**src/rtl/b64sc_pkg.sv**
```systemverilog
package b64sc_pkg;

    localparam int unsigned Q_DEPTH = 4;
    localparam int unsigned Q_AW    = $clog2(Q_DEPTH);

    localparam logic [7:0] PAD_CHAR = 8'h3D;

    typedef enum logic [1:0] {
        KIND_ENC = 2'd0,
        KIND_DEC = 2'd1,
        KIND_BAD = 2'd2
    } t_kind;

    // cnt: bytes held (1..3) for an encode group, final byte index for a decode group
    typedef struct packed {
        t_kind       kind;
        logic        last;
        logic [1:0]  cnt;
        logic [23:0] bits;
    } t_job;

    function automatic logic [7:0] enc_char(input logic [5:0] v);
        logic [7:0] w;
        w = {2'b00, v};
        if (v < 6'd26) begin
            return 8'h41 + w;
        end else if (v < 6'd52) begin
            return 8'h61 + (w - 8'd26);
        end else if (v < 6'd62) begin
            return 8'h30 + (w - 8'd52);
        end else if (v == 6'd62) begin
            return 8'h2B;
        end
        return 8'h2F;
    endfunction

    // Anything outside the alphabet maps to zero
    function automatic logic [5:0] dec_sextet(input logic [7:0] c);
        logic [7:0] w;
        w = 8'd0;
        if (c >= 8'h41 && c <= 8'h5A) begin
            w = c - 8'h41;
        end else if (c >= 8'h61 && c <= 8'h7A) begin
            w = c - 8'h61 + 8'd26;
        end else if (c >= 8'h30 && c <= 8'h39) begin
            w = c - 8'h30 + 8'd52;
        end else if (c == 8'h2B) begin
            w = 8'd62;
        end else if (c == 8'h2F) begin
            w = 8'd63;
        end
        return w[5:0];
    endfunction

endpackage

```
**src/rtl/base64_stream_codec_unit.sv**
```systemverilog
// Streaming base64 codec. Write the mode register (0 encode, 1 decode) only while the
// block is idle; a write drops any partial group. The front end takes one word every cycle
// while the four-entry group queue has room and gathers groups; the back end emits one
// result word per cycle from its output register while the receiver is ready. Encoding is
// therefore bound by the back end at four characters per three bytes, decoding runs at
// one character per cycle. The first result of a group passes through the group queue, the
// job register and the output register. A decode message ending inside a group yields one
// word with data zero, tlast and tuser set.
module base64_stream_codec_unit (
    input  logic        i_clk,
    input  logic        i_rst_n,
    input  logic        i_cfg_wr_en,
    input  logic        i_cfg_wr_data,
    input  logic        i_s_axis_tvalid,
    output logic        o_s_axis_tready,
    input  logic [7:0]  i_s_axis_tdata,   // [7:0] in_byte
    input  logic        i_s_axis_tlast,
    output logic        o_m_axis_tvalid,
    input  logic        i_m_axis_tready,
    output logic [7:0]  o_m_axis_tdata,   // [7:0] out_byte
    output logic        o_m_axis_tlast,
    output logic        o_m_axis_tuser    // [0] bad_length
);
    import b64sc_pkg::*;

    logic q_push;
    logic q_pop;
    logic q_full;
    logic q_empty;
    t_job push_job;
    t_job head_job;

    b64sc_front u_front (
        .i_clk         (i_clk),
        .i_rst_n       (i_rst_n),
        .i_cfg_wr_en   (i_cfg_wr_en),
        .i_cfg_wr_data (i_cfg_wr_data),
        .i_valid       (i_s_axis_tvalid),
        .i_byte        (i_s_axis_tdata),
        .i_last        (i_s_axis_tlast),
        .i_q_full      (q_full),
        .o_ready       (o_s_axis_tready),
        .o_push        (q_push),
        .o_job         (push_job)
    );

    b64sc_fifo u_fifo (
        .i_clk   (i_clk),
        .i_rst_n (i_rst_n),
        .i_push  (q_push),
        .i_job   (push_job),
        .i_pop   (q_pop),
        .o_full  (q_full),
        .o_empty (q_empty),
        .o_job   (head_job)
    );

    b64sc_back u_back (
        .i_clk     (i_clk),
        .i_rst_n   (i_rst_n),
        .i_q_empty (q_empty),
        .i_job     (head_job),
        .o_pop     (q_pop),
        .o_valid   (o_m_axis_tvalid),
        .i_ready   (i_m_axis_tready),
        .o_byte    (o_m_axis_tdata),
        .o_last    (o_m_axis_tlast),
        .o_bad     (o_m_axis_tuser)
    );

endmodule

```
**src/rtl/b64sc_front.sv**
```systemverilog
module b64sc_front (
    input  logic               i_clk,
    input  logic               i_rst_n,
    input  logic               i_cfg_wr_en,
    input  logic               i_cfg_wr_data,
    input  logic               i_valid,
    input  logic [7:0]         i_byte,
    input  logic               i_last,
    input  logic               i_q_full,
    output logic               o_ready,
    output logic               o_push,
    output b64sc_pkg::t_job    o_job
);
    import b64sc_pkg::*;

    logic        r_mode;
    logic [23:0] r_bits, n_bits;
    logic [1:0]  r_cnt, n_cnt;
    logic [1:0]  r_pad, n_pad;
    logic        accept;
    logic [4:0]  shamt;
    logic [1:0]  take_m1;

    assign o_ready = !i_q_full;
    assign accept  = i_valid && o_ready;

    always_comb begin
        n_bits  = r_bits;
        n_cnt   = r_cnt;
        n_pad   = r_pad;
        o_push  = 1'b0;
        o_job   = '0;
        shamt   = 5'd0;
        take_m1 = 2'd0;
        if (i_cfg_wr_en) begin
            n_bits = '0;
            n_cnt  = '0;
            n_pad  = '0;
        end else if (accept) begin
            if (!r_mode) begin
                n_bits = r_bits | ({i_byte, 16'b0} >> {r_cnt, 3'b000});
                if (r_cnt == 2'd2 || i_last) begin
                    o_push     = 1'b1;
                    o_job.kind = KIND_ENC;
                    o_job.last = i_last;
                    o_job.cnt  = r_cnt + 2'd1;
                    o_job.bits = n_bits;
                    n_bits     = '0;
                    n_cnt      = '0;
                    n_pad      = '0;
                end else begin
                    n_cnt = r_cnt + 2'd1;
                end
            end else begin
                case (r_cnt)
                    2'd0:    shamt = 5'd0;
                    2'd1:    shamt = 5'd6;
                    2'd2:    shamt = 5'd12;
                    default: shamt = 5'd18;
                endcase
                if (r_cnt == 2'd2 && i_byte == PAD_CHAR) begin
                    n_pad = r_pad | 2'b10;
                end else if (r_cnt == 2'd3 && i_byte == PAD_CHAR) begin
                    n_pad = r_pad | 2'b01;
                end else begin
                    n_bits = r_bits | ({dec_sextet(i_byte), 18'b0} >> shamt);
                end
                if (r_cnt != 2'd3) begin
                    if (i_last) begin
                        // message ended inside a group
                        o_push     = 1'b1;
                        o_job.kind = KIND_BAD;
                        o_job.last = 1'b1;
                        n_bits     = '0;
                        n_cnt      = '0;
                        n_pad      = '0;
                    end else begin
                        n_cnt = r_cnt + 2'd1;
                    end
                end else begin
                    if (n_pad[1]) begin
                        take_m1 = 2'd0;
                    end else if (n_pad[0]) begin
                        take_m1 = 2'd1;
                    end else begin
                        take_m1 = 2'd2;
                    end
                    o_push     = 1'b1;
                    o_job.kind = KIND_DEC;
                    o_job.last = i_last;
                    o_job.cnt  = take_m1;
                    o_job.bits = n_bits;
                    n_bits     = '0;
                    n_cnt      = '0;
                    n_pad      = '0;
                end
            end
        end
    end

    always_ff @(posedge i_clk) begin
        if (!i_rst_n) begin
            r_mode <= 1'b0;
            r_bits <= '0;
            r_cnt  <= '0;
            r_pad  <= '0;
        end else begin
            if (i_cfg_wr_en) begin
                r_mode <= i_cfg_wr_data;
            end
            r_bits <= n_bits;
            r_cnt  <= n_cnt;
            r_pad  <= n_pad;
        end
    end

endmodule

```
**src/rtl/b64sc_fifo.sv**
```systemverilog
module b64sc_fifo (
    input  logic               i_clk,
    input  logic               i_rst_n,
    input  logic               i_push,
    input  b64sc_pkg::t_job    i_job,
    input  logic               i_pop,
    output logic               o_full,
    output logic               o_empty,
    output b64sc_pkg::t_job    o_job
);
    import b64sc_pkg::*;

    t_job              r_mem [Q_DEPTH];
    logic [Q_AW-1:0]   r_wr_ptr;
    logic [Q_AW-1:0]   r_rd_ptr;
    logic [Q_AW:0]     r_count;

    assign o_full  = (r_count == (Q_AW+1)'(Q_DEPTH));
    assign o_empty = (r_count == '0);
    assign o_job   = r_mem[r_rd_ptr];

    always_ff @(posedge i_clk) begin
        if (i_push) begin
            r_mem[r_wr_ptr] <= i_job;
        end
    end

    always_ff @(posedge i_clk) begin
        if (!i_rst_n) begin
            r_wr_ptr <= '0;
            r_rd_ptr <= '0;
            r_count  <= '0;
        end else begin
            if (i_push) begin
                r_wr_ptr <= r_wr_ptr + Q_AW'(1);
            end
            if (i_pop) begin
                r_rd_ptr <= r_rd_ptr + Q_AW'(1);
            end
            if (i_push && !i_pop) begin
                r_count <= r_count + (Q_AW+1)'(1);
            end else if (i_pop && !i_push) begin
                r_count <= r_count - (Q_AW+1)'(1);
            end
        end
    end

    a_no_overflow: assert property (@(posedge i_clk) disable iff (!i_rst_n)
        !(i_push && o_full))
        else $error("group queue written while full");

    a_no_underflow: assert property (@(posedge i_clk) disable iff (!i_rst_n)
        !(i_pop && o_empty))
        else $error("group queue read while empty");

    a_count_bound: assert property (@(posedge i_clk) disable iff (!i_rst_n)
        r_count <= (Q_AW+1)'(Q_DEPTH))
        else $error("group queue count out of range");

endmodule

```
**src/rtl/b64sc_back.sv**
```systemverilog
module b64sc_back (
    input  logic               i_clk,
    input  logic               i_rst_n,
    input  logic               i_q_empty,
    input  b64sc_pkg::t_job    i_job,
    output logic               o_pop,
    output logic               o_valid,
    input  logic               i_ready,
    output logic [7:0]         o_byte,
    output logic               o_last,
    output logic               o_bad
);
    import b64sc_pkg::*;

    t_job        r_job;
    logic        r_busy;
    logic [1:0]  r_idx;
    logic        r_ov;
    logic [7:0]  r_byte;
    logic        r_last;
    logic        r_bad;

    logic        can_emit;
    logic        emit;
    logic        done;
    logic [1:0]  fin;
    logic [5:0]  sx;
    logic [7:0]  res_byte;
    logic        res_last;
    logic        res_bad;

    always_comb begin
        case (r_job.kind)
            KIND_ENC: fin = 2'd3;
            KIND_DEC: fin = r_job.cnt;
            default:  fin = 2'd0;
        endcase
    end

    assign can_emit = !r_ov || i_ready;
    assign emit     = r_busy && can_emit;
    assign done     = (r_idx == fin);
    assign o_pop    = !i_q_empty && (!r_busy || (emit && done));

    always_comb begin
        case (r_idx)
            2'd0:    sx = r_job.bits[23:18];
            2'd1:    sx = r_job.bits[17:12];
            2'd2:    sx = r_job.bits[11:6];
            default: sx = r_job.bits[5:0];
        endcase
        res_byte = 8'd0;
        res_last = 1'b0;
        res_bad  = 1'b0;
        case (r_job.kind)
            KIND_ENC: begin
                res_byte = (r_idx <= r_job.cnt) ? enc_char(sx) : PAD_CHAR;
                res_last = r_job.last && done;
            end
            KIND_DEC: begin
                case (r_idx)
                    2'd0:    res_byte = r_job.bits[23:16];
                    2'd1:    res_byte = r_job.bits[15:8];
                    default: res_byte = r_job.bits[7:0];
                endcase
                res_last = r_job.last && done;
            end
            default: begin
                res_last = 1'b1;
                res_bad  = 1'b1;
            end
        endcase
    end

    always_ff @(posedge i_clk) begin
        if (emit) begin
            r_byte <= res_byte;
            r_last <= res_last;
            r_bad  <= res_bad;
        end
        if (o_pop) begin
            r_job <= i_job;
        end
    end

    always_ff @(posedge i_clk) begin
        if (!i_rst_n) begin
            r_busy <= 1'b0;
            r_idx  <= '0;
            r_ov   <= 1'b0;
        end else begin
            if (emit) begin
                r_ov <= 1'b1;
            end else if (i_ready) begin
                r_ov <= 1'b0;
            end
            if (o_pop) begin
                r_busy <= 1'b1;
                r_idx  <= '0;
            end else if (emit && done) begin
                r_busy <= 1'b0;
            end else if (emit) begin
                r_idx <= r_idx + 2'd1;
            end
        end
    end

    assign o_valid = r_ov;
    assign o_byte  = r_byte;
    assign o_last  = r_last;
    assign o_bad   = r_bad;

    a_bad_is_last: assert property (@(posedge i_clk) disable iff (!i_rst_n)
        (r_ov && r_bad) |-> (r_last && r_byte == 8'd0))
        else $error("length error word not closing the message");

    a_idx_bound: assert property (@(posedge i_clk) disable iff (!i_rst_n)
        r_busy |-> (r_idx <= fin))
        else $error("result index past end of group");

endmodule

```
**config.mk**
```make
export PLATFORM = sky130hd
export DESIGN_NAME = base64_stream_codec_unit
export DESIGN_NICKNAME = d
export VERILOG_FILES = /design/src/rtl/b64sc_pkg.sv /design/src/rtl/base64_stream_codec_unit.sv /design/src/rtl/b64sc_front.sv /design/src/rtl/b64sc_fifo.sv /design/src/rtl/b64sc_back.sv
export SDC_FILE = /design/constraint.sdc
export NUM_CORES = 1
export LEC_CHECK = 0
export BUFFER_PORTS_ARGS = -buffer_cell sky130_fd_sc_hd__buf_2
export CAP_MARGIN = 20
export CORE_UTILIZATION = 56
export CTS_CLUSTER_DIAMETER = 50
export CTS_CLUSTER_SIZE = 8
export DETAILED_ROUTE_END_ITERATION = 12
export GPL_ROUTABILITY_DRIVEN = 1
export PLACE_DENSITY = 0.76
export RECOVER_POWER = 100
export SLEW_MARGIN = 15
export SYNTH_ARGS = -nofsm -noshare
export SYNTH_HDL_FRONTEND = slang
export SYNTH_SLANG_ARGS = --single-unit
```
**constraint.sdc**
```tcl
create_clock -name i_clk -period 3.7 [get_ports i_clk]
set_input_delay 0.74 -clock i_clk [delete_from_list [all_inputs] [get_ports i_clk]]
set_output_delay 0.74 -clock i_clk [all_outputs]
set_load 0.02 [all_outputs]
```
==> impl_metrics.tcl <==
set metrics [dict create \
    die_w_microns 132 \
    yosysTopAreaCell "edfxtp_1" \
    synth-async-reset-ratio_pct 0 \
    cts_buffers 17 \
    clkLatencyLatePin_ns 0.43 \
    ys_types 70 \
    cts_tree "built" \
    instances_no_fill 1031 \
    dp_cells 999 \
    crit_path_max_fanout 14 \
    fin_crit_ns 3.41 \
    crit_path_end_kind "flip-flop" \
    io_pins 27 \
    hold_viol_final 0 \
    ys_warn_count 0 \
    dieArea_sq_um 17400 \
    critical_path_class "in -> reg" \
    rsz0062_at_grt "false" \
    antenna_found_initial 0 \
    rrSetupSlack_ns 0.34 \
    cts.sinks 195 \
    hp-class "reg -> reg" \
    n_antenna_cell 0 \
    ant_nets 0 \
    p_sw_uw 2460 \
    p_seq_share_pct 43.4 \
    drt_wl_total_microns 21800 \
    core_area_sq_um 16500 \
    syn_avg_cell_area_sq_um 12.2 \
    critPathLaunchType "input port" \
    p_leak_uw 0.00352 \
    crit_family "simple AND/OR/NAND/NOR gates" \
    grt_overflow 0 \
    num-nets-final 844 \
    synthTopCellsByArea "edfxtp_1 49%, dfxtp_1 8.5%, mux4_2 6.9%" \
    synth_flop_cell "edfxtp_1" \
    rows 47 \
    dp_slack_ns 0.202 \
    internal-power_uw 4730 \
    ys_ff_latch 195 \
    gp_congestion 0.954 \
    root_buffer "clkbuf_16" \
    grt_pass1_wl_microns 34600 \
    max_slew.worst_pin.slew_ns 1.26 \
    clk_pin_slew_ns 0.07 \
    grt_pass1_vias 6437 \
    drt_pass1_iterations 6 \
    initial_core_util_pct 57.2 \
    syn_inst 773 \
    layout_common_cells "155 x edfxtp_1, 79 x nor2_1, 67 x a21oi_1" \
    ir_drop_mv 0.373 \
    fin_ws_ns 0.291 \
    maxCapViolCount 0 \
    final_core_util_pct 62.9 \
    path_buf_inv 1 \
    slew_headroom_pct 15.8 \
    routed_via_density 6.40 \
    synth_nets 819 \
    setup-tns-final_ns 0 \
    grt_max_degree 32 \
    swShare_pct 34.2 \
    slowest_delay_ns 0.54 \
    fin_skew_ns 0.00906 \
    hold_buffers 0 \
    area_growth_pct 9.82 \
    max_freq_ghz 0.293 \
    vias 6594 \
    grt_use_total_pct 26.1 \
    port_buffers 26 \
    pwr-share-comb_pct 31.5 \
    period_share_pct 92.1 \
    dp_hpwl_microns 15400 \
    synth_edf_count 155 \
    p_per_area_nw_per_um2 692 \
    cp_data_required_time_ns 4.03 \
    post-route-drc-count 0 \
    critPathSlowestCell "clkbuf_1" \
    crit_arrival_ns 3.74 \
    ctsResizeCount 0 \
    final_common_cell "edfxtp_1" \
    crit_chain "clkbuf_1, or3b_1, nor2_1, a21oi_2, o2111ai_1, a32oi_1, or4b_1, a211oi_1" \
    synth_top_area_share_pct 49.2 \
    report.final.slew_viol_count 0 \
    die_h_microns 132 \
    clkPwrFrac_pct 25.2 \
    cts.path.max_buffers 2 \
    drive_gt1_share_pct 11.8 \
    wl_per_cell_microns 21.2 \
    postCtsSetupBuffers 0 \
    seq_area_frac_synth_pct 57.7 \
    setup-violations-final 0 \
    drtIter0Drc 641 \
    htreeDepth 4 \
    status "completed" \
    synth_area_sq_um 9460 \
]
## power by group through the flow
stage / Sequential [uW] / Clock (uW) / Combinational (uW)
after global placement: 3140 / 0 / 2230
after detailed placement: 3160 / 0 / 2280
final: 3120 / 1810 / 2260
after floorplan: 3040 / 0 / 1730
after CTS: 3110 / 1830 / 2290
after global routing: 3160 / 1910 / 2470
## worst register-to-register path, delay by kind of cell (launching register included)
family / cells / cell delay [ns]
flops: 1 / 0.48
mux: 1 / 0.83
xor+xnor: 1 / 0.23
fa+ha+maj: 2 / 0.80
simple gates: 1 / 0.21
compound gates: 3 / 0.64
## layout make-up
cell class	count	area (sq um)
clock buffers	19	453
repair buffers	48	243
inverters	33	124
multi-input cells	503	3700
clock inverters	13	138
flip-flops and latches	195	5460
fillers	1265	6140
well taps	220	275
## registers in the layout, indices dropped and copies added, names as in the netlist, 2 cells and up
signal and count:
u_fifo.r_rd_ptr 2, u_front.r_bits 24, u_fifo.r_mem 116, u_front.r_pad 2
u_fifo.r_wr_ptr 2, u_back.o_byte 8, u_back.r_job 29, u_back.r_idx 2
u_front.r_cnt 2, u_fifo.r_count 3
## worst paths after layout
path | from | end | cells past startpoint
max | i_s_axis_tdata[5] | u_front.r_bits[10] | 8
min | u_front.r_pad[1] | u_front.r_pad[1] | 2
max reg2reg | u_back.r_idx[1] | u_back.o_byte[5] | 8
min reg2reg | u_front.r_pad[1] | u_front.r_pad[1] | 2
## logic make-up after synthesis
kind of cell	Yosys count	synth area share (%)
simple gates	213	11.2
compound gates	199	14.0
flops	195	57.7
buf+inv	75	3.03
mux	41	8.20
fa+ha+maj	31	4.18
xor+xnor	19	1.76
## synth_stat cells, types with 10 or more instances
cell and instances:
mux4_2 29, nand3_1 10, nor2_1 79, a21oi_1 67, ha_1 30, xnor2_1 12
inv_1 33, a31oi_1 15, o21ai_0 23, mux2i_1 10, clkbuf_1 32, nor3_1 12
nand2_1 36, and2_1 13, dfxtp_1 40, nor2b_1 13, edfxtp_1 155
## metrics by stage
| step | instance area [sq um] | power [uW] | hold slack [ns] |
|---|---|---|---|
| finish | 10400 | 7190 | 0.495 |
| floorplan | 9460 | 4760 | 0.437 |
| detailed placement | 9870 | 5440 | 0.471 |
| global placement | 9870 | 5370 | 0.458 |
| CTS | 10500 | 7240 | 0.490 |
| global route | 10400 | 7540 | 0.512 |
## routing by layer
layer,up-vias,track usage [%],share of wire (%)
li1,2996,-,-
met1,3179,31.8,40
met2,335,45.5,50
met3,84,4.23,5.9
met4,0,12.4,4.1
met5,-,0,0
No activity file was read; power rests on OpenSTA's default activity.
